==> config.mk <==
export PLATFORM = sky130hd
export DESIGN_NAME = wmsa_front
export DESIGN_NICKNAME = d
export VERILOG_FILES = /design/src/rtl/wmsa_pkg.sv /design/src/rtl/wmsa_front.sv
export SDC_FILE = /design/constraint.sdc
export NUM_CORES = 2
export LEC_CHECK = 0
export ABC_AREA = 1
export BUFFER_PORTS_ARGS = -buffer_cell sky130_fd_sc_hd__clkbuf_2
export CAP_MARGIN = 20
export CORE_AREA = 4 4 397 497
export CTS_BUF_LIST = sky130_fd_sc_hd__clkbuf_4
export CTS_CLUSTER_SIZE = 10
export DETAILED_ROUTE_END_ITERATION = 7
export DIE_AREA = 0 0 401 501
export GPL_TIMING_DRIVEN = 0
export SKIP_LAST_GASP = 1
export SYNTH_ARGS = -nofsm -noshare
export SYNTH_HDL_FRONTEND = slang
export SYNTH_SLANG_ARGS = --single-unit
==> constraint.sdc <==
create_clock -name clk -period 6.6 [get_ports clk]
set_clock_uncertainty 0.2 [all_clocks]
set_input_delay 0.66 -clock clk [delete_from_list [all_inputs] [get_ports clk]]
set_output_delay 0.66 -clock clk [all_outputs]
set_load 0.02 [all_outputs]
==> src/rtl/wmsa_pkg.sv <==
// Package for the weighted mean / standard deviation accumulator.
// Field widths, snapshot word type, status codes and back-end states.
// No dependencies.
package wmsa_pkg;

	localparam int SAMPLE_W = 16;
	localparam int WEIGHT_W = 16;
	localparam int COUNT_W  = 13;
	localparam int WTOT_W   = 28;
	localparam int WSUM_W   = 45;
	localparam int WSQ_W    = 58;
	localparam int MEAN_W   = 24;
	localparam int SD_W     = 23;
	localparam int STATUS_W = 2;

	localparam int DEF_MAX_ITEMS   = 4096;
	localparam int DEF_QUEUE_DEPTH = 2;

	// divider / root step counts
	localparam int MEAN_STEPS = WSUM_W + 8;    // |sum| * 256
	localparam int MSQ_STEPS  = WSQ_W + 16;    // sum of squares * 65536
	localparam int ROOT_STEPS = MEAN_W;        // root bits
	localparam int DIV_W      = MSQ_STEPS;
	localparam int VAR_W      = 2 * ROOT_STEPS;
	localparam int MSQ_W      = 47;
	localparam int STEP_W     = $clog2(MSQ_STEPS);

	localparam logic [STATUS_W-1:0] ST_OK          = 2'd0;
	localparam logic [STATUS_W-1:0] ST_ZERO_WEIGHT = 2'd1;
	localparam logic [STATUS_W-1:0] ST_OVERFLOW    = 2'd2;

	typedef struct packed {
		logic [COUNT_W-1:0]       count;
		logic [WTOT_W-1:0]        weight_total;
		logic signed [WSUM_W-1:0] weighted_sum;
		logic [WSQ_W-1:0]         square_sum;
		logic                     overflowed;
	} snap_t;

	typedef enum logic [2:0] {
		BK_IDLE,
		BK_MEAN,
		BK_MSQ,
		BK_SQUARE,
		BK_DIFF,
		BK_ROOT,
		BK_DONE
	} back_state_t;

endpackage

==> src/rtl/wmsa_front.sv <==
// Front end: weight select, product pipeline and running sums.
// Pushes one snapshot word per set into the queue. Depends on wmsa_pkg.
module wmsa_front import wmsa_pkg::*; #(
	parameter int MAX_ITEMS = DEF_MAX_ITEMS
) (
	input  logic                       clk,
	input  logic                       arst_n,
	input  logic                       cfg_we,
	input  logic                       cfg_wdata,
	input  logic                       push,
	output logic                       full,
	input  logic signed [SAMPLE_W-1:0] sample,
	input  logic [WEIGHT_W-1:0]        weight,
	input  logic                       last,
	input  logic                       q_full,
	output logic                       q_push,
	output snap_t                      q_data
);

	logic use_weights_q;
	logic en;

	logic                       v_s1, last_s1;
	logic signed [SAMPLE_W-1:0] sample_s1;
	logic [WEIGHT_W-1:0]        weight_s1;

	logic                v_s2, last_s2;
	logic signed [31:0]  sw_s2;
	logic [31:0]         ss_s2;
	logic [WEIGHT_W-1:0] weight_s2;

	logic                v_s3, last_s3;
	logic signed [31:0]  sw_s3;
	logic [46:0]         ssw_s3;
	logic [WEIGHT_W-1:0] weight_s3;

	logic [COUNT_W-1:0]       count_q, count_n;
	logic [WTOT_W-1:0]        wt_q, wt_n;
	logic signed [WSUM_W-1:0] wsum_q, wsum_n;
	logic [WSQ_W-1:0]         wsq_q, wsq_n;
	logic                     ovf_q, ovf_n;

	logic signed [31:0] s_ext, w_ext;

	assign en   = !(v_s3 && last_s3 && q_full);
	assign full = !en;

	assign s_ext = {{16{sample_s1[SAMPLE_W-1]}}, sample_s1};
	assign w_ext = {16'b0, weight_s1};

	always_ff @(posedge clk or negedge arst_n) begin
		if (!arst_n) begin
			use_weights_q <= 1'b0;
		end else if (cfg_we) begin
			use_weights_q <= cfg_wdata;
		end
	end

	always_ff @(posedge clk or negedge arst_n) begin
		if (!arst_n) begin
			v_s1 <= 1'b0;
			v_s2 <= 1'b0;
			v_s3 <= 1'b0;
		end else if (en) begin
			v_s1 <= push;
			v_s2 <= v_s1;
			v_s3 <= v_s2;
		end
	end

	always_ff @(posedge clk) begin
		if (en) begin
			sample_s1 <= sample;
			weight_s1 <= use_weights_q ? weight : WEIGHT_W'(1);
			last_s1   <= last;

			sw_s2     <= s_ext * w_ext;
			ss_s2     <= s_ext * s_ext;
			weight_s2 <= weight_s1;
			last_s2   <= last_s1;

			sw_s3     <= sw_s2;
			ssw_s3    <= {16'b0, ss_s2[30:0]} * {31'b0, weight_s2};
			weight_s3 <= weight_s2;
			last_s3   <= last_s2;
		end
	end

	always_comb begin
		if (count_q < COUNT_W'(MAX_ITEMS)) begin
			count_n = count_q + COUNT_W'(1);
			wt_n    = wt_q + {12'b0, weight_s3};
			wsum_n  = wsum_q + {{13{sw_s3[31]}}, sw_s3};
			wsq_n   = wsq_q + {11'b0, ssw_s3};
			ovf_n   = ovf_q;
		end else begin
			count_n = count_q;
			wt_n    = wt_q;
			wsum_n  = wsum_q;
			wsq_n   = wsq_q;
			ovf_n   = 1'b1;
		end
	end

	assign q_push              = en && v_s3 && last_s3;
	assign q_data.count        = count_n;
	assign q_data.weight_total = wt_n;
	assign q_data.weighted_sum = wsum_n;
	assign q_data.square_sum   = wsq_n;
	assign q_data.overflowed   = ovf_n;

	always_ff @(posedge clk or negedge arst_n) begin
		if (!arst_n) begin
			count_q <= '0;
			wt_q    <= '0;
			wsum_q  <= '0;
			wsq_q   <= '0;
			ovf_q   <= 1'b0;
		end else if (en && v_s3) begin
			if (last_s3) begin
				count_q <= '0;
				wt_q    <= '0;
				wsum_q  <= '0;
				wsq_q   <= '0;
				ovf_q   <= 1'b0;
			end else begin
				count_q <= count_n;
				wt_q    <= wt_n;
				wsum_q  <= wsum_n;
				wsq_q   <= wsq_n;
				ovf_q   <= ovf_n;
			end
		end
	end

endmodule

==> flow_metrics.tcl <==
set metrics [dict create \
    drc 0 \
    die_area_sq_um 201000 \
    grtUsageMet1 0.238 \
    antenna_found_initial 7 \
    first_global_vias 52600 \
    post_drt_wl_per_cell_um 18.7 \
    clock_sinks 357 \
    worstSetupStartpointType "flop" \
    end_kind "flop" \
    relSlewSlack 0.187 \
    yosys_most_used_dff "edfxtp_1" \
    ys_seq_elements 357 \
    multiInputGateArea_sq_um 39400 \
    rows 180 \
    syn_area_sq_um 57500 \
    cp.required_ps 7100 \
    synth_cell_types 58 \
    track_usage 0.197 \
    first_iter_violations 3774 \
    critPathCapture "ssw_s3[36]$_DFFE_PN_" \
    crit_arrival_ps 6960 \
    syn_inst 7612 \
    die_w_um 401 \
    grt-busiest-layer "met2" \
    use_met2 0.339 \
    setup_viol 0 \
    path_class "reg -> reg" \
    drv_slew 0 \
    clk_pin_slew_ps 60 \
    grtUsageMet3 0.0343 \
    grt_max_degree 96 \
    fin_setup_tns_ps 0 \
    ys_async_sr_fraction 0.417 \
    clockBufferDepth 3 \
    finalNetCount 9300 \
    root_buffer "clkbuf_4" \
    regArea_sq_um 9970 \
    cts_tree "done" \
    finish.instance_area_sq_um 64800 \
    ctsHtreeMaxLevel 3 \
    worstPathMaxFanout 10 \
    syn_area_per_cell_sq_um 7.55 \
    place_congestion 1.01 \
    postPlaceCellArea_sq_um 61800 \
    area_growth_syn_to_layout_pct 12.8 \
    final_core_util 0.337 \
    io-pin-count 186 \
    worstMarginPinSlew_ps 1220 \
    cts_buffers 109 \
    r2r_start "weight_s2[9]$_DFFE_PN_" \
    portBuffers 185 \
    gr-total-overflow 0 \
    clk_latency_ps 1080 \
    rr_endpoint "ssw_s3[36]$_DFFE_PN_" \
    min_period_ps 6460 \
    viasPerCell 4.74 \
    fmax_mhz 155 \
    dr.pass1.iters 8 \
    finalWirelength_um 199000 \
    max_cap_viol_count 0 \
    synth_area_leaders "fa_1 29%, nand2_1 14%, inv_1 13%, edfxtp_1 11%, ha_1 9.3%" \
    hold_path.class "in -> reg" \
    synth_area_leader_cell "fa_1" \
    core_sq_um 192000 \
    regToRegSetupSlack_ps 140 \
    ant_nets 0 \
    fillers 20500 \
    cp-startpoint "weight_s2[9]$_DFFE_PN_" \
    num_vias 50500 \
    rsz0062_at_grt "true" \
    drive_gt1_frac 0.0999 \
    status "finished clean" \
    initial_core_util 0.299 \
    synth_edf_count 208 \
    seq_area_frac_synth 0.174 \
    reg2reg_depth 18 \
    fin_crit_sh 0.979 \
    yosys_warnings 0 \
    grt_pass1_wl_um 306000 \
    synth_top_area_frac 0.288 \
    hold_viol 0 \
    hpwl_um 166000 \
    chipHeight_um 501 \
]
[worst max-delay path, stage by stage (launching register included)]
cell	delay, ps
edfxtp_1	580
buf_2	370
nand2_1	120
fa_1	510
inv_1	60
fa_1	480
fa_1	610
fa_1	450
fa_1	500
inv_1	50
fa_1	470
inv_1	40
ha_1	370
a21o_1	230
a31oi_1	320
o21ai_1	220
a21oi_1	180
nand3_1	190
xor2_1	200
[cell type report]
class	instances	area share
Clock inverter	64	0.00745
Antenna cell	8	0.000309
Clock buffer	142	0.0164
Sequential cell	357	0.154
Timing Repair Buffer	323	0.0345
Buffer	200	0.0170
Inverter	1970	0.114
Tap cell	2548	0.0492
Multi-Input combinational cell	5045	0.607
[sequential cells by signal, indices dropped and copies added (netlist names), 13 cells and up]
name       cells
weight_s1     16
wsum_q        45
sample_s1     16
ssw_s3        47
sw_s3         32
weight_s2     16
weight_s3     16
count_q       13
wt_q          28
wsq_q         58
sw_s2         32
ss_s2         30
[what timing repair did]
item | CTS | global route
resized for setup | 132 | 208
setup endpoints to repair | 62 | 49
buffers inserted | 30 | 63
pin swaps | 0 | 6
hold buffers | 39 | 0
endpoints found under the hold margin | 180 | 0
[worst min path at each step]
stage	start	to	cells past startpoint
3_5_place_dp	sw_s2[12]$_DFFE_PN_	sw_s3[12]$_DFFE_PN_	0
4_1_cts	last	last_s1$_DFFE_PN_	2
5_1_grt	sample[0]	sample_s1[0]$_DFFE_PN_	2
2_1_floorplan	arst_n	count_q[0]$_DFFE_PN0P_	0
3_3_place_gp	sw_s2[1]$_DFFE_PN_	sw_s3[1]$_DFFE_PN_	0
6_report	last	last_s1$_DFFE_PN_	2
[cells by family (layout without fill, tap and decap cells)]
family	count (synthesis)	count (layout)	synth area share
compound gates	617	617	0.0609
xor+xnor	135	135	0.0206
fa+ha+maj	1255	1255	0.381
buf+inv	2216	2699	0.145
flops	357	357	0.174
other cells	2	16	0.000131
simple gates	3030	3030	0.218
[layout by cell type (no fill, tap or decap), drive strengths merged, types with 14 or more instances in the layout]
cell type,synthesis,layout
nand2,2151,2151
inv,1968,1970
fa,827,827
clkbuf,217,461
ha,428,428
nor2,331,331
nand3,320,320
a21oi,243,243
o21ai,236,236
edfxtp,208,208
buf,29,166
dfrtp,149,149
xor2,90,90
or2,70,70
nand4,61,61
clkinv,2,55
nor3,47,47
xnor2,45,45
dlygate4sd3,0,38
o21bai,35,35
a21o,24,24
a31oi,17,17
and2,17,17
nand3b,14,14
[synthesized netlist by cell type (all sizes together) (4+ instances only)]
cell type	n
buf	29
nor3	47
xnor2	45
a22o	13
nor2	331
a21oi	243
a21boi	13
a31oi	17
o21a	6
inv	1968
clkbuf	217
o21ai	236
o211ai	5
a21o	24
edfxtp	208
nand4	61
nand3	320
nand3b	14
and3	4
and2	17
o22ai	13
o21bai	35
fa	827
ha	428
or2	70
xor2	90
nand2	2151
nor4	12
dfrtp	149
[stage by stage]
step / setup slack [ps] / hold slack [ps] / instances
6_report: 142 / 133 / 10700
5_1_grt: -67.2 / 88.2 / 10700
4_1_cts: -76.9 / 23.8 / 10600
3_5_place_dp: -752 / 205 / 10400
3_3_place_gp: -1140 / 204 / 10400
2_1_floorplan: 620 / 164 / 7618
[per-layer routing]
layer	share of wire	up-vias	wire length (um)
met3	0.071	464	14200
met2	0.48	1935	95300
met1	0.40	24500	78900
met4	0.055	2	11000
met5	0.000080	-	16
li1	-	23600	-
Power is not shown: default switching activity piles up to over one toggle a cycle in this logic, so the estimate is an artifact.
