## src/rtl/wmsa_pkg.sv

```systemverilog
// Package for the weighted mean / standard deviation accumulator.
// Field widths, snapshot word type, status codes and back-end states.
// No dependencies.
package wmsa_pkg;

	localparam int SAMPLE_W = 16;
	localparam int WEIGHT_W = 16;
	localparam int COUNT_W  = 13;
	localparam int WTOT_W   = 28;
	localparam int WSUM_W   = 45;
	localparam int WSQ_W    = 58;
	localparam int MEAN_W   = 24;
	localparam int SD_W     = 23;
	localparam int STATUS_W = 2;

	localparam int DEF_MAX_ITEMS   = 4096;
	localparam int DEF_QUEUE_DEPTH = 2;

	// divider / root step counts
	localparam int MEAN_STEPS = WSUM_W + 8;    // |sum| * 256
	localparam int MSQ_STEPS  = WSQ_W + 16;    // sum of squares * 65536
	localparam int ROOT_STEPS = MEAN_W;        // root bits
	localparam int DIV_W      = MSQ_STEPS;
	localparam int VAR_W      = 2 * ROOT_STEPS;
	localparam int MSQ_W      = 47;
	localparam int STEP_W     = $clog2(MSQ_STEPS);

	localparam logic [STATUS_W-1:0] ST_OK          = 2'd0;
	localparam logic [STATUS_W-1:0] ST_ZERO_WEIGHT = 2'd1;
	localparam logic [STATUS_W-1:0] ST_OVERFLOW    = 2'd2;

	typedef struct packed {
		logic [COUNT_W-1:0]       count;
		logic [WTOT_W-1:0]        weight_total;
		logic signed [WSUM_W-1:0] weighted_sum;
		logic [WSQ_W-1:0]         square_sum;
		logic                     overflowed;
	} snap_t;

	typedef enum logic [2:0] {
		BK_IDLE,
		BK_MEAN,
		BK_MSQ,
		BK_SQUARE,
		BK_DIFF,
		BK_ROOT,
		BK_DONE
	} back_state_t;

endpackage

```

## src/rtl/wmsa_back.sv

```systemverilog
// Back end: shared restoring divider (mean, mean of squares), square,
// digit-by-digit integer root and the result register. Depends on wmsa_pkg.
module wmsa_back import wmsa_pkg::*; (
	input  logic                     clk,
	input  logic                     arst_n,
	input  logic                     q_valid,
	input  snap_t                    q_data,
	output logic                     q_pop,
	output logic                     empty,
	input  logic                     pop,
	output logic signed [MEAN_W-1:0] mean,
	output logic [SD_W-1:0]          std_dev,
	output logic [COUNT_W-1:0]       item_count,
	output logic [STATUS_W-1:0]      status
);

	back_state_t state_q, state_n;

	snap_t                    snap_q;
	logic                     zero_q;
	logic [STEP_W-1:0]        step_q;
	logic [WTOT_W-1:0]        rem_q;
	logic [DIV_W-1:0]         dq_q;
	logic signed [MEAN_W-1:0] mean_q;
	logic [MSQ_W-1:0]         msq_q;
	logic [VAR_W-1:0]         sq_q;
	logic [VAR_W-1:0]         rv_q;
	logic [ROOT_STEPS+1:0]    rrem_q;
	logic [ROOT_STEPS-1:0]    root_q;
	logic                     out_valid_q;
	logic                     out_free;
	logic                     last_step;

	// divider step
	logic [WTOT_W:0]   rem_sh;
	logic              div_ge;
	logic [WTOT_W-1:0] rem_nx;
	logic [DIV_W-1:0]  dq_nx;

	// mean fix-up
	logic                     neg;
	logic [WSUM_W-1:0]        mag;
	logic [MEAN_W-1:0]        qmag, qadj;
	logic signed [MEAN_W-1:0] mean_nx;

	// root step
	logic [ROOT_STEPS+3:0] rsh;
	logic [ROOT_STEPS+1:0] rtrial;
	logic                  rge;

	assign rem_sh = {rem_q, dq_q[DIV_W-1]};
	assign div_ge = (rem_sh >= {1'b0, snap_q.weight_total});
	assign rem_nx = div_ge ? WTOT_W'(rem_sh - {1'b0, snap_q.weight_total})
	                       : WTOT_W'(rem_sh);
	assign dq_nx  = {dq_q[DIV_W-2:0], div_ge};

	assign neg     = q_data.weighted_sum[WSUM_W-1];
	assign mag     = neg ? (~q_data.weighted_sum + WSUM_W'(1)) : q_data.weighted_sum;
	assign qmag    = dq_nx[MEAN_W-1:0];
	assign qadj    = qmag + MEAN_W'(rem_nx != '0);
	assign mean_nx = snap_q.weighted_sum[WSUM_W-1] ? -qadj : qmag;

	assign rsh    = {rrem_q, rv_q[VAR_W-1 -: 2]};
	assign rtrial = {root_q, 2'b01};
	assign rge    = (rsh >= {2'b00, rtrial});

	assign out_free = !out_valid_q || pop;

	always_comb begin
		state_n   = state_q;
		q_pop     = 1'b0;
		last_step = 1'b0;
		unique case (state_q)
			BK_IDLE: begin
				if (q_valid) begin
					q_pop   = 1'b1;
					state_n = (q_data.weight_total == '0) ? BK_DONE : BK_MEAN;
				end
			end
			BK_MEAN: begin
				last_step = (step_q == STEP_W'(MEAN_STEPS - 1));
				if (last_step) begin
					state_n = BK_MSQ;
				end
			end
			BK_MSQ: begin
				last_step = (step_q == STEP_W'(MSQ_STEPS - 1));
				if (last_step) begin
					state_n = BK_SQUARE;
				end
			end
			BK_SQUARE: begin
				state_n = BK_DIFF;
			end
			BK_DIFF: begin
				state_n = BK_ROOT;
			end
			BK_ROOT: begin
				last_step = (step_q == STEP_W'(ROOT_STEPS - 1));
				if (last_step) begin
					state_n = BK_DONE;
				end
			end
			BK_DONE: begin
				if (out_free) begin
					state_n = BK_IDLE;
				end
			end
			default: begin
				state_n = BK_IDLE;
			end
		endcase
	end

	always_ff @(posedge clk or negedge arst_n) begin
		if (!arst_n) begin
			state_q <= BK_IDLE;
		end else begin
			state_q <= state_n;
		end
	end

	always_ff @(posedge clk) begin
		unique case (state_q)
			BK_IDLE: begin
				snap_q <= q_data;
				zero_q <= (q_data.weight_total == '0);
				step_q <= '0;
				rem_q  <= '0;
				dq_q   <= {mag, 8'b0, {(DIV_W - MEAN_STEPS){1'b0}}};
				mean_q <= '0;
				root_q <= '0;
			end
			BK_MEAN: begin
				step_q <= step_q + STEP_W'(1);
				rem_q  <= rem_nx;
				dq_q   <= dq_nx;
				if (last_step) begin
					mean_q <= mean_nx;
					step_q <= '0;
					rem_q  <= '0;
					dq_q   <= {snap_q.square_sum, 16'b0};
				end
			end
			BK_MSQ: begin
				step_q <= step_q + STEP_W'(1);
				rem_q  <= rem_nx;
				dq_q   <= dq_nx;
				if (last_step) begin
					msq_q <= dq_nx[MSQ_W-1:0];
				end
			end
			BK_SQUARE: begin
				sq_q <= VAR_W'(mean_q * mean_q);
			end
			BK_DIFF: begin
				rv_q   <= ({1'b0, msq_q} > sq_q) ? ({1'b0, msq_q} - sq_q) : '0;
				rrem_q <= '0;
				root_q <= '0;
				step_q <= '0;
			end
			BK_ROOT: begin
				rrem_q <= rge ? (ROOT_STEPS + 2)'(rsh - {2'b00, rtrial})
				              : (ROOT_STEPS + 2)'(rsh);
				root_q <= {root_q[ROOT_STEPS-2:0], rge};
				rv_q   <= {rv_q[VAR_W-3:0], 2'b00};
				step_q <= step_q + STEP_W'(1);
			end
			BK_DONE: begin
			end
			default: begin
			end
		endcase
	end

	always_ff @(posedge clk or negedge arst_n) begin
		if (!arst_n) begin
			out_valid_q <= 1'b0;
		end else if (state_q == BK_DONE && out_free) begin
			out_valid_q <= 1'b1;
		end else if (pop) begin
			out_valid_q <= 1'b0;
		end
	end

	always_ff @(posedge clk) begin
		if (state_q == BK_DONE && out_free) begin
			mean       <= mean_q;
			std_dev    <= root_q[SD_W-1:0];
			item_count <= snap_q.count;
			if (snap_q.overflowed) begin
				status <= ST_OVERFLOW;
			end else if (zero_q) begin
				status <= ST_ZERO_WEIGHT;
			end else begin
				status <= ST_OK;
			end
		end
	end

	assign empty = !out_valid_q;

endmodule

```

## config.mk

```make
export PLATFORM = sky130hd
export DESIGN_NAME = wmsa_back
export DESIGN_NICKNAME = d
export VERILOG_FILES = /design/src/rtl/wmsa_pkg.sv /design/src/rtl/wmsa_back.sv
export SDC_FILE = /design/constraint.sdc
export NUM_CORES = 2
export LEC_CHECK = 0
export BUFFER_PORTS_ARGS = -buffer_cell sky130_fd_sc_hd__buf_4
export CAP_MARGIN = 15
export CORE_MARGIN = 2
export CORE_UTILIZATION = 58
export DETAILED_ROUTE_END_ITERATION = 8
export PLACE_DENSITY = 0.76
export SETUP_SLACK_MARGIN = 0.02
export SYNTH_ARGS = -nofsm -noshare
export SYNTH_HDL_FRONTEND = slang
export SYNTH_SLANG_ARGS = --single-unit
export TNS_END_PERCENT = 5
```

## constraint.sdc

```tcl
create_clock -name clk -period 13.6 [get_ports clk]
set_clock_uncertainty 0.15 [all_clocks]
set_input_delay 2.04 -clock clk [delete_from_list [all_inputs] [get_ports clk]]
set_output_delay 2.04 -clock clk [all_outputs]
set_load 0.005 [all_outputs]
```

==> key figures <==
Routing
  – Via count: 30700
  – Final wirelength: 103000 um
  – Vias/cell: about 5.6
  – DRC viols: 0
  – First-pass DRT Iterations: 8
  – Final ANT Viol Nets: 0
  – DR iter-0 viols: between 2000 and 2500
  – Routed wire length per instance: between 15 and 20 um

Floorplanning
  – DIE AREA: 0.0790 sq mm
  – Die Ht: 281 um
  – Width of the die: 281 um
  – Core Footprint: between 0.07 and 0.08 sq mm
  – I/O pins: about 210
  – # rows: about 100
  – Starting Density: 0.586

Clock tree
  – CTS root buf: clkbuf_16
  – Clk slew on worst S/H paths: approximately 0.06 ns
  – Clock Path Buffers: 3
  – Post-cts resize count: 0
  – Total CTS buffers: between 50 and 60
  – CTS H-tree lvls: 2
  – Clock latency on the worst-skew pair: about 0.64 ns
  – Post-CTS Setup Inserts: 0
  – CTS Hold Buffers Added: 0
  – CTS tree: done
  – Clock sinks: 493

Flow run
  – Max-Cap Viols: 0

Placed design
  – Hpwl dp: about 78000 um
  – Placer's final routability congestion estimate: roughly 0.93
  – Port Buffers: ~210

Worst setup path
  – Crit-path max cell delay: 1.05 ns
  – Critical path required time: 13.80 ns
  – Critical path arrival: approximately 8.9 ns
  – Max Fanout on Critical Path: 23
  – Slowest stage cell, crit path: edfxtp_1
  – Startpoint Class: register
  – Crit end category: register
  – CP Class: reg2reg
  – Setup crit start: mean_q[9]
  – R2R Path Start: mean_q[9]

Synthesis
  – Yosys reg bits: roughly 490
  – Ys async rst share: 0.00811
  – Synth warn: 0
  – Post-Syn Area: 0.0445 sq mm
  – Number of synthesized flops with an enable pin: between 400 and 500
  – Register area share after synthesis: 0.332
  – Top cell type's share of synthesized area: 0.330
  – Area leader, netlist: edfxtp_1
  – Main area contributors after synthesis: edfxtp_1 33%, fa_1 25%, ha_1 7.8%
  – Cells after synthesis: between 4000 and 5000
  – Yosys cell types: 83
  – Synth cell count leaders: 873 x inv_1, 559 x fa_1, 489 x edfxtp_1, 322 x nand2_1, 276 x ha_1
  – Mean Syn Cell Area: about 11 sq um
  – Top-count cell post-synth: inv_1
  – Ys flop type: edfxtp_1
  – Synth Net Count: 5200

Status
  – Status: finished, final reports clean

Global routing
  – All-Layer GR Usage: 0.271
  – Largest net degree at the start of global routing: 76
  – First-pass GRT wire length: between 150000 and 200000 um
  – Vias in the first global route: 31900
  – Initial antenna violation count: 5
  – Global route total overflow: 0

Layout
  – NumNets Final: between 5000 and 6000
  – Fill count: 6007
  – Layout cell share with drive strength beyond 1: 0.0848
  – Growth of design area from synthesis to finish: 10.2%

Timing
  – Slew of the pin with the lowest slew margin: roughly 1.2 ns
  – Final Critical Period: approximately 9 ns
  – Max-slew violation count: 0
  – Max Freq: approximately 110 MHz
  – Hold Fails Final Rpt: 0
  – Final setup TNS: 0 ns
  – RSZ-0062 raised after global routing: false
  – Slew Limit Headroom: 0.209
  – # setup viols final: 0
  – Period utilisation layout: 0.643

Worst hold path
  – Hold path start: snap_q[140]
  – Hold Path Class: reg2reg
-- layout by cell type (no fill, tap or decap), types with 8 or more instances in the layout --
| master | netlist | layout |
|---|---|---|
| a211oi_1 | 18 | 18 |
| a21o_1 | 87 | 87 |
| a21oi_1 | 202 | 198 |
| a221o_1 | 10 | 10 |
| a22o_1 | 50 | 50 |
| a22oi_1 | 28 | 28 |
| a31oi_1 | 29 | 29 |
| and2_1 | 110 | 110 |
| and3_1 | 14 | 12 |
| buf_4 | 0 | 254 |
| clkbuf_1 | 137 | 16 |
| clkbuf_16 | 0 | 54 |
| edfxtp_1 | 489 | 489 |
| fa_1 | 559 | 559 |
| ha_1 | 276 | 276 |
| inv_1 | 873 | 873 |
| mux2i_1 | 21 | 21 |
| nand2_1 | 322 | 321 |
| nand2b_1 | 34 | 34 |
| nand3_1 | 57 | 57 |
| nand4_1 | 23 | 23 |
| nor2_1 | 192 | 187 |
| nor2b_1 | 37 | 37 |
| nor3_1 | 31 | 29 |
| nor4_1 | 25 | 25 |
| o211ai_1 | 11 | 11 |
| o21a_1 | 22 | 22 |
| o21ai_0 | 87 | 87 |
| o21ai_1 | 48 | 47 |
| o21bai_1 | 27 | 27 |
| o22ai_1 | 13 | 13 |
| o31ai_1 | 16 | 16 |
| o41ai_1 | 12 | 12 |
| or3_1 | 22 | 22 |
| or4_1 | 8 | 8 |
| xnor2_1 | 125 | 125 |
| xor2_1 | 84 | 84 |
-- logic make-up after synthesis --
kind of cell	after synthesis	share of synthesized area
AO/OA/AOI/OAI	719	0.106
XOR/XNOR	209	0.0411
adder cells (fa/ha/maj)	835	0.329
buffers and inverters	1018	0.0860
flip-flops	493	0.332
multiplexers	24	0.00548
AND/OR/NAND/NOR	918	0.100
-- path summary, 6_finish.rpt --
path | slack (ns) | to | cells after the start
max in group asynchronous | 12.16 | state_q[2] | 1
setup reg to reg | 4.85 | sq_q[47] | 27
hold / removal | 0.27 | item_count[8] | 0
setup / recovery | 4.85 | sq_q[47] | 27
min in group asynchronous | 1.04 | out_valid_q | 1
hold reg to reg | 0.27 | item_count[8] | 0
-- metal layers --
layer | track usage | vias to the layer above | part of all wire
met1 | 0.365 | 15300 | 0.41
li1 | - | 14200 | -
met5 | 0 | - | 0.00022
met2 | 0.458 | 983 | 0.49
met4 | 0.0745 | 4 | 0.030
met3 | 0.0417 | 202 | 0.066
-- metrics by stage --
stage / instances / hold WS, ns / utilization / setup WS (ns) / instance area [sq um]
after global routing: 5454 / 0.280 / 0.646 / 4.28 / 49000
after global placement: 5356 / 0.250 / 0.622 / 5.05 / 47200
after detailed placement: 5356 / 0.255 / 0.622 / 5.01 / 47200
after CTS: 5453 / 0.264 / 0.646 / 4.98 / 49000
final: 5455 / 0.266 / 0.646 / 4.85 / 49000
after floorplan: 4216 / 0.250 / - / 3.12 / 44500
-- registers in the layout, indices dropped and copies added (netlist names), 23 cells and up --
| signal | flops |
|---|---|
| snap_q | 101 |
| dq_q | 74 |
| rv_q | 48 |
| msq_q | 47 |
| sq_q | 47 |
| rem_q | 28 |
| rrem_q | 26 |
| mean | 24 |
| mean_q | 24 |
| root_q | 24 |
| std_dev | 23 |
-- layout make-up --
type,instances,area [sq um],share of cell area
Tap cell,1030,1290,0.0263
Multi-Input combinational cell,2705,26000,0.530
Clock inverter,27,369,0.00753
Timing Repair Buffer,255,1910,0.0390
Sequential cell,493,14800,0.301
Inverter,874,3280,0.0669
Antenna cell,1,2.50,0.0000510
Clock buffer,70,1410,0.0288
-- critical path, delay by kind of cell (launching register included) --
family	cells	cell delay [ns]
flip-flops	1	1.05
buffers and inverters	7	0.34
adder cells (fa/ha/maj)	8	3.85
AND/OR/NAND/NOR	4	1.09
XOR/XNOR	1	0.10
AO/OA/AOI/OAI	7	1.89
Power is not shown: default switching activity piles up to over one toggle a cycle in this logic, so the estimate is an artifact.
