[src/rtl/wmsa_pkg.sv]
// Package for the weighted mean / standard deviation accumulator.
// Field widths, snapshot word type, status codes and back-end states.
// No dependencies.
package wmsa_pkg;

	localparam int SAMPLE_W = 16;
	localparam int WEIGHT_W = 16;
	localparam int COUNT_W  = 13;
	localparam int WTOT_W   = 28;
	localparam int WSUM_W   = 45;
	localparam int WSQ_W    = 58;
	localparam int MEAN_W   = 24;
	localparam int SD_W     = 23;
	localparam int STATUS_W = 2;

	localparam int DEF_MAX_ITEMS   = 4096;
	localparam int DEF_QUEUE_DEPTH = 2;

	// divider / root step counts
	localparam int MEAN_STEPS = WSUM_W + 8;    // |sum| * 256
	localparam int MSQ_STEPS  = WSQ_W + 16;    // sum of squares * 65536
	localparam int ROOT_STEPS = MEAN_W;        // root bits
	localparam int DIV_W      = MSQ_STEPS;
	localparam int VAR_W      = 2 * ROOT_STEPS;
	localparam int MSQ_W      = 47;
	localparam int STEP_W     = $clog2(MSQ_STEPS);

	localparam logic [STATUS_W-1:0] ST_OK          = 2'd0;
	localparam logic [STATUS_W-1:0] ST_ZERO_WEIGHT = 2'd1;
	localparam logic [STATUS_W-1:0] ST_OVERFLOW    = 2'd2;

	typedef struct packed {
		logic [COUNT_W-1:0]       count;
		logic [WTOT_W-1:0]        weight_total;
		logic signed [WSUM_W-1:0] weighted_sum;
		logic [WSQ_W-1:0]         square_sum;
		logic                     overflowed;
	} snap_t;

	typedef enum logic [2:0] {
		BK_IDLE,
		BK_MEAN,
		BK_MSQ,
		BK_SQUARE,
		BK_DIFF,
		BK_ROOT,
		BK_DONE
	} back_state_t;

endpackage

[src/rtl/wmsa_queue.sv]
// Short queue of per-set snapshot words between front and back end.
// Depends on wmsa_pkg.
module wmsa_queue import wmsa_pkg::*; #(
	parameter int DEPTH = DEF_QUEUE_DEPTH
) (
	input  logic  clk,
	input  logic  arst_n,
	input  logic  wr_en,
	input  snap_t wr_data,
	output logic  q_full,
	output logic  rd_valid,
	input  logic  rd_en,
	output snap_t rd_data
);

	localparam int PTR_W = (DEPTH > 1) ? $clog2(DEPTH) : 1;
	localparam int CNT_W = $clog2(DEPTH + 1);

	snap_t             mem_q [DEPTH];
	logic [PTR_W-1:0]  wr_ptr_q, rd_ptr_q;
	logic [CNT_W-1:0]  fill_q;
	logic              do_wr, do_rd;

	assign q_full   = (fill_q == CNT_W'(DEPTH));
	assign rd_valid = (fill_q != '0);
	assign rd_data  = mem_q[rd_ptr_q];
	assign do_wr    = wr_en && !q_full;
	assign do_rd    = rd_en && rd_valid;

	always_ff @(posedge clk) begin
		if (do_wr) begin
			mem_q[wr_ptr_q] <= wr_data;
		end
	end

	always_ff @(posedge clk or negedge arst_n) begin
		if (!arst_n) begin
			wr_ptr_q <= '0;
			rd_ptr_q <= '0;
			fill_q   <= '0;
		end else begin
			if (do_wr) begin
				wr_ptr_q <= (wr_ptr_q == PTR_W'(DEPTH - 1)) ? '0 : wr_ptr_q + PTR_W'(1);
			end
			if (do_rd) begin
				rd_ptr_q <= (rd_ptr_q == PTR_W'(DEPTH - 1)) ? '0 : rd_ptr_q + PTR_W'(1);
			end
			if (do_wr && !do_rd) begin
				fill_q <= fill_q + CNT_W'(1);
			end else if (do_rd && !do_wr) begin
				fill_q <= fill_q - CNT_W'(1);
			end
		end
	end

endmodule

[config.mk]
export PLATFORM = sky130hd
export DESIGN_NAME = wmsa_queue
export DESIGN_NICKNAME = d
export VERILOG_FILES = /design/src/rtl/wmsa_pkg.sv /design/src/rtl/wmsa_queue.sv
export SDC_FILE = /design/constraint.sdc
export NUM_CORES = 1
export LEC_CHECK = 0
export BUFFER_PORTS_ARGS = -buffer_cell sky130_fd_sc_hd__buf_4
export CORE_MARGIN = 10
export CORE_UTILIZATION = 30
export CTS_BUF_LIST = sky130_fd_sc_hd__clkbuf_4
export CTS_CLUSTER_SIZE = 24
export DETAILED_ROUTE_END_ITERATION = 12
export GPL_ROUTABILITY_DRIVEN = 0
export SLEW_MARGIN = 20
export SYNTH_ARGS = -nofsm -noshare
export SYNTH_HDL_FRONTEND = slang
export SYNTH_SLANG_ARGS = --single-unit
[constraint.sdc]
create_clock -name clk -period 11.03 [get_ports clk]
set_input_delay 3.309 -clock clk [delete_from_list [all_inputs] [get_ports clk]]
set_output_delay 3.309 -clock clk [all_outputs]
set_load 0.005 [all_outputs]
==> results of run 1 <==
## logic make-up (layout without fill, tap and decap cells)
| family | Yosys count | in the layout | synth area share |
|---|---|---|---|
| buffers and inverters | 18 | 444 | 0.01980 |
| other | 0 | 1 | 0 |
| and+or+nand+nor | 7 | 7 | 0.003146 |
| adders and majority gates | 1 | 1 | 0.001164 |
| xor gates and xnor gates | 5 | 5 | 0.004077 |
| DFF | 294 | 294 | 0.8198 |
| muxes | 145 | 145 | 0.1520 |
## state kept, by name (all words and copies together) (netlist names)
name,cells
fill_q,2
mem_q,290
rd_ptr_q,1
wr_ptr_q,1
## layout make-up
| type | count | share of cell area |
|---|---|---|
| flip-flops and latches | 294 | 0.6078 |
| diodes | 1 | 0.0001726 |
| multi-input cells | 158 | 0.1197 |
| clock inverters | 16 | 0.01148 |
| repair buffers | 301 | 0.1559 |
| well taps | 461 | 0.03978 |
| clock buffers | 125 | 0.06472 |
| inverters | 2 | 0.0005178 |
## power breakdown
group | total (mW) | switching, mW | internal [mW]
combinational | 1.10 | 0.517 | 0.586
clock | 1.03 | 0.429 | 0.605
sequential | 1.59 | 0.0577 | 1.53
## routing by layer
metal,GRT usage,vias up,routed length [um]
met5,0,-,0
met4,0.05483,0,713
met3,0.06174,55,2766
met2,0.1781,242,12300
met1,0.1183,2854,9182
li1,-,2658,-
## synthesized netlist by cell type
cell type	number	area, sq um
and3_1	1	6.260
nand2b_1	1	6.260
nor2_1	2	7.510
mux2_2	145	1633
or2_2	1	6.260
inv_1	2	7.510
edfxtp_1	290	8708
dfrtp_1	4	100.1
buf_6	6	67.56
nand2_1	2	7.510
ha_1	1	12.51
xor2_1	2	17.52
xnor2_1	3	26.28
clkbuf_8	10	137.6
## stage by stage
| step | setup WS [ns] | cells | area [sq um] | hold WS, ns |
|---|---|---|---|---|
| after global placement | 5.447 | 1216 | 13390 | 0.4739 |
| after floorplan | 0.9605 | 470 | 10740 | 0.4559 |
| after detailed placement | 5.489 | 1216 | 13390 | 0.4790 |
| final | 4.986 | 1358 | 14500 | 0.4808 |
| after CTS | 4.804 | 1357 | 14500 | 0.4869 |
| after global routing | 4.750 | 1358 | 14500 | 0.5329 |
## critical path: cells and delay by family, from the launching register on
kind / cells / cell delay [ns]
buffers and inverters: 2 / 0.94
flip-flops: 1 / 0.55
multiplexers: 1 / 0.44
## layout by cell type (no fill, tap or decap)
master and count:
nor2_1 1, nand2b_1 1, clkbuf_4 125, diode_2 1
xor2_1 2, inv_1 2, nor2_4 1, nand2_1 2
dfrtp_1 3, edfxtp_1 290, or2_2 1, mux2_2 145
dfrtp_4 1, inv_2 2, bufinv_16 4, ha_1 1
clkinv_1 9, buf_4 301, clkinv_2 1, and3_4 1
xnor2_1 3
## worst paths after layout
| check | from | to | slack, ns | cells past startpoint |
|---|---|---|---|---|
| max in group asynchronous | arst_n | rd_ptr_q | 8.52 | 1 |
| setup / recovery | rd_ptr_q | rd_data[73] | 4.99 | 3 |
| setup reg to reg | fill_q[0] | mem_q[0][134] | 8.30 | 4 |
| hold / removal | fill_q[1] | fill_q[1] | 0.48 | 1 |
| hold reg to reg | fill_q[1] | fill_q[1] | 0.48 | 1 |
| min in group asynchronous | arst_n | fill_q[1] | 2.39 | 1 |
==> qor_table.md, run 1 <==
| Result | Value |
|:---|:---|
| CTS Root Buffer Type | clkbuf_4 |
| Power per Cell Area | 256.9 nW/um^2 |
| List of cells traversed by the critical path | buf_4 > mux2_2 > buf_4 |
| CP Data Required Time | 7.72 ns |
| Total via count in the routed design | 5809 |
| Distinct cell type count of the synthesized netlist | 14 |
| Type of the worst setup path | reg2out |
| Highest clock rate | 165.5 MHz |
| Wire length per cell after detailed routing | 18.38 um |
| Endpoint arrival time on the critical path | 2.73 ns |
| Instance count of the mapped netlist | 470 |
| Quantity of I/O buffers inserted on ports | 295 |
| Number of detailed-routing iterations run before antenna repair | 4 |
| Yosys warning count | 0 |
| Chip Width | 209.2 um |
| Post-Synthesis Cell Area | 10740 sq um |
| Outcome | complete, no violations |
| Post-DR vias/cell | 4.278 |
| Pin count of the biggest net entering global routing | 74 |
| Antenna violations before repair | 1 |
| CP peak stage delay | 0.80 ns |
| Core Area | 35480 sq um |
| Clock tree sinks | 294 |
| Share of post-route cells with drive strength above 1 | 0.6496 |
| Number of nets still failing antenna checks after routing | 0 |
| Std-Cell Rows | 69 |
| Setup bufs post-CTS | 0 |
| Leak | 5.472 nW |
| Clock latency on the worst-skew pair | 0.71 ns |
| Detailed-route DRC error count | 0 |
| #FFs+latches synth | 294 |
| Post-detailed-placement half-perimeter wirelength | 16690 um |
| Hold-fix buffers, CTS | 0 |
| Cts repair resizes | 0 |
| CTS tree | yes |
| Wire length of the first global-routing pass | 37630 um |
| H-tree level count | 3 |
| Endpoints failing setup | 0 |
| Worst min-delay path class | reg2reg |
| Maximum ir drop on the vdd rail | 0.1669 mV |
| Critical path fanouts, max | 73 |
| Final Routed Wirelength | 24960 um |
| Number of primary I/O pins | 296 |
| Skew final | 0.03544 ns |
| Final layout net count | 987 |
| Total count of hold-check failures in the final report | 0 |
| Sum of negative setup slack | 0 ns |
| Combined global-route utilization of all metal layers | 0.1120 |
| Reported max-cap violation count | 0 |
| Filler Cell Count | 3306 |
| Max clock buf depth | 3 |
| Initial drt markers | 188 |
| Design Power | 3.725 mW |
| Clock-pin transition on the worst setup and hold timing paths | 0.06 ns |
| Syn_nets | 620 |
| Setup repair after global routing missed its margin | false |
| FF+latch area | 8812 sq um |
| Die Y-Extent | 209.2 um |
| Post-layout min period | 6.044 ns |
| Critical path's most frequent cell | buf_4 |
| Worst-margin pin slew | 1.056 ns |
| Grt ovf | 0 |
| Final max-slew violation count | 0 |
| Final core utilization | 0.4086 |
| Slowest stage cell, crit path | buf_4 |
| Critical path capture point type | output pin |
| Average cell area after synthesis | 22.86 sq um |
| Setup crit start kind | register |
| Post-synthesis sequential area ratio | 0.8198 |
| Total area of multi-input combinational cells | 1735 sq um |
| Die footprint | 43780 sq um |
| Final worst-path cycle share | 0.5480 |
| Synth-to-layout area growth | 34.95% |
| Number of buffers inserted during clock tree synthesis | 80 |
| Number of global-route vias before repair | 6340 |
| Max-slew headroom at the worst pin | 0.2958 |
| Starting Density | 0.3028 |
No activity file was read; power rests on OpenSTA's default activity.
==> run 2, diff against run 1 <==
- clock period: 11.03 -> 5.4 ns (I/O delays scaled with it)
==> run 2 against run 1 <==
Compared with the run above:
- clock power up 110%
- routed wire length up 1.9%
- flip-flop and latch count unchanged
- global-route usage up 0.21 points
- combinational power up 100%
- register-to-register slack worse by 5.1 ns
- first-iteration DRC count down 11%
- final area up 0.41%
- sequential share of layout area down 0.25 points
- core utilization up 0.17 points
==> qor_table.md, run 2 (synthesized netlist as in run 1, its figures left out) <==
| Result | Value | Delta |
|:---|:---|:---|
| Endpoint arrival time on the critical path | 2.51 ns | -0.22 ns |
| Finished Layout Cells | 1365 | +0.52% |
| Initial drt markers | 168 | -11% |
| Setup repair after global routing missed its margin | false |  |
| Total count of hold-check failures in the final report | 0 | unchanged |
| Final layout net count | 989 | +0.20% |
| Outcome | complete, no violations |  |
| Endpoints failing setup | 0 | unchanged |
| Sum of negative setup slack | 0 ns | unchanged |
| Reported max-cap violation count | 0 | unchanged |
| Max-slew headroom at the worst pin | 0.3507 | +0.05488 |
| CP Data Required Time | 3.78 ns | -3.94 ns |
| Total via count in the routed design | 5818 | +0.15% |
| Critical path fanouts, max | 85 | +16% |
| Worst reg2reg path startpoint | fill_q[0] |  |
| Commonest cells after routing, fill and taps aside | 300 x buf_4, 290 x edfxtp_1, 145 x mux2_2 |  |
| Worst hold path depth | 1 | unchanged |
| Grt ovf | 0 | unchanged |
| FF-to-FF End | mem_q[1][48] |  |
| Top register by number of flip-flops | mem_q |  |
| HP Start | fill_q[1] |  |
| Final max-slew violation count | 0 | unchanged |
| Quantity of I/O buffers inserted on ports | 295 | unchanged |
| Detailed-route DRC error count | 0 | unchanged |
| Skew final | 0.05312 ns | +0.01768 ns |
| Die Y-Extent | 209.2 um | unchanged |
| Hold-fix buffers, CTS | 0 | unchanged |
| Cts repair resizes | 0 | unchanged |
| H-tree level count | 3 | unchanged |
| Antenna violations before repair | 2 | +1 |
| Number of buffers inserted during clock tree synthesis | 81 | +1.3% |
| Maximum ir drop on the vdd rail | 0.2824 mV | +69% |
| Starting Density | 0.3028 | unchanged |
| Pin count of the biggest net entering global routing | 86 | +16% |
| Chip Width | 209.2 um | unchanged |
| Synth-to-layout area growth | 35.50% |  |
| Critical path capture point type | output pin |  |
| Share of post-route cells with drive strength above 1 | 0.6508 | +0.001222 |
| Final Routed Wirelength | 25440 um | +1.9% |
| Worst setup slack after layout | 1.268 ns | -3.718 ns |
| Number of primary I/O pins | 296 | unchanged |
| Design Power | 7.663 mW | +110% |
| Final worst-path cycle share | 0.7652 |  |
| CTS tree | yes |  |
| Inst Count DP | 1217 | +0.082% |
| Setup bufs post-CTS | 0 | unchanged |
| Clock-pin transition on the worst setup and hold timing paths | 0.06 ns | about the same |
| Clock latency on the worst-skew pair | 0.73 ns | +0.02 ns |
| Final core utilization | 0.4103 | +0.001657 |
| Number of nets still failing antenna checks after routing | 0 | unchanged |
| Number of detailed-routing iterations run before antenna repair | 4 | unchanged |
| Post-layout min period | 4.132 ns |  |
| Leak | 5.498 nW | +0.47% |
| Flip-flop count of the largest register after layout | 290 | unchanged |
| Highest clock rate | 242.0 MHz |  |
| Wire length per cell after detailed routing | 18.64 um | +1.4% |
| Clock tree sinks | 294 | unchanged |
| Post-detailed-placement half-perimeter wirelength | 17050 um | +2.2% |
| Pre-CTS setup slack | 2.010 ns | -3.479 ns |
| Post-DR vias/cell | 4.262 | -0.36% |
| Number of cells traversed by the worst register-to-register path | 3 | -1 |
| Most frequent standard cell in the layout excluding fill and tap cells | buf_4 |  |
| Combined global-route utilization of all metal layers | 0.1141 | +0.002102 |
| Die footprint | 43780 sq um | unchanged |
| Std-Cell Rows | 69 | unchanged |
| Max clock buf depth | 3 | unchanged |
| Internal reg-to-reg setup slack | 3.24 ns | -5.06 ns |
| Worst min-delay path class | reg2reg |  |
| Type of the worst setup path | reg2out |  |
| WHS Endpoint | fill_q[1] |  |
| Biggest registers after layout | mem_q (290), fill_q (2) |  |
| Core Area | 35480 sq um | unchanged |
| Setup crit start kind | register |  |
| CTS Root Buffer Type | clkbuf_4 |  |
| Power per Cell Area | 526.4 nW/um^2 | +100% |
| Worst-margin pin slew | 0.9740 ns | -0.08232 ns |
| Wire length of the first global-routing pass | 38490 um | +2.3% |
| Number of global-route vias before repair | 6564 | +3.5% |
run 2: cell count changes in the layout (fill, tap and decap cells not counted):
cell / before / now
buf_12: 0 / 2
buf_4: 301 / 300
clkbuf_4: 125 / 124
clkinv_1: 9 / 10
clkinv_2: 1 / 5
clkinvlp_4: 0 / 1
diode_2: 1 / 2
run 2: worst max path at each step:
stage	depth (start not counted)	slack (ns)	from	to
after CTS	3	1.14	rd_ptr_q	rd_data[36]
after global placement	3	1.99	rd_ptr_q	rd_data[36]
after detailed placement	3	2.01	rd_ptr_q	rd_data[36]
after floorplan	2	1.09	wr_en	mem_q[0][0]
after global routing	3	1.10	rd_ptr_q	rd_data[49]
final	3	1.27	rd_ptr_q	rd_data[115]
run 2: final cells by class:
class                      count  area (sq um)
clock inverter                22         197.7
sequential                   294          8812
clock buffer                 124         930.9
timing repair buffer         302          2292
multi-input combinational    158          1735
antenna                        2         5.005
inverter                       2         7.507
fill                        3292         20930
tap                          461         576.8
run 2: metal layers:
layer  global-route usage  vias up  routed length, um  part of all wire
li1                     -     2673                  -                 -
met1               0.1234     2839               9711              0.38
met2               0.1767      255              12180              0.48
met3              0.06188       51               2761              0.11
met4              0.06078        0                791             0.031
met5                    0        -                  0                 0
run 2: critical path, cell delays in order (launching register included):
cell,delay [ns]
dfrtp_4,0.64
buf_12,0.39
mux2_2,0.42
buf_4,0.14
run 2: report_power, final:
group / internal [mW] / total [mW] / switching, mW
Combinational: 1.21 / 2.25 / 1.04
Clock: 1.24 / 2.14 / 0.903
Sequential: 3.12 / 3.27 / 0.148
Total: 5.57 / 7.66 / 2.09
run 2: per-stage QoR:
step | area, sq um | hold WS, ns
after floorplan | 10750 | 0.4559
after global placement | 13420 | 0.4754
after detailed placement | 13420 | 0.4835
after CTS | 14550 | 0.4925
after global routing | 14560 | 0.5292
final | 14560 | 0.4878
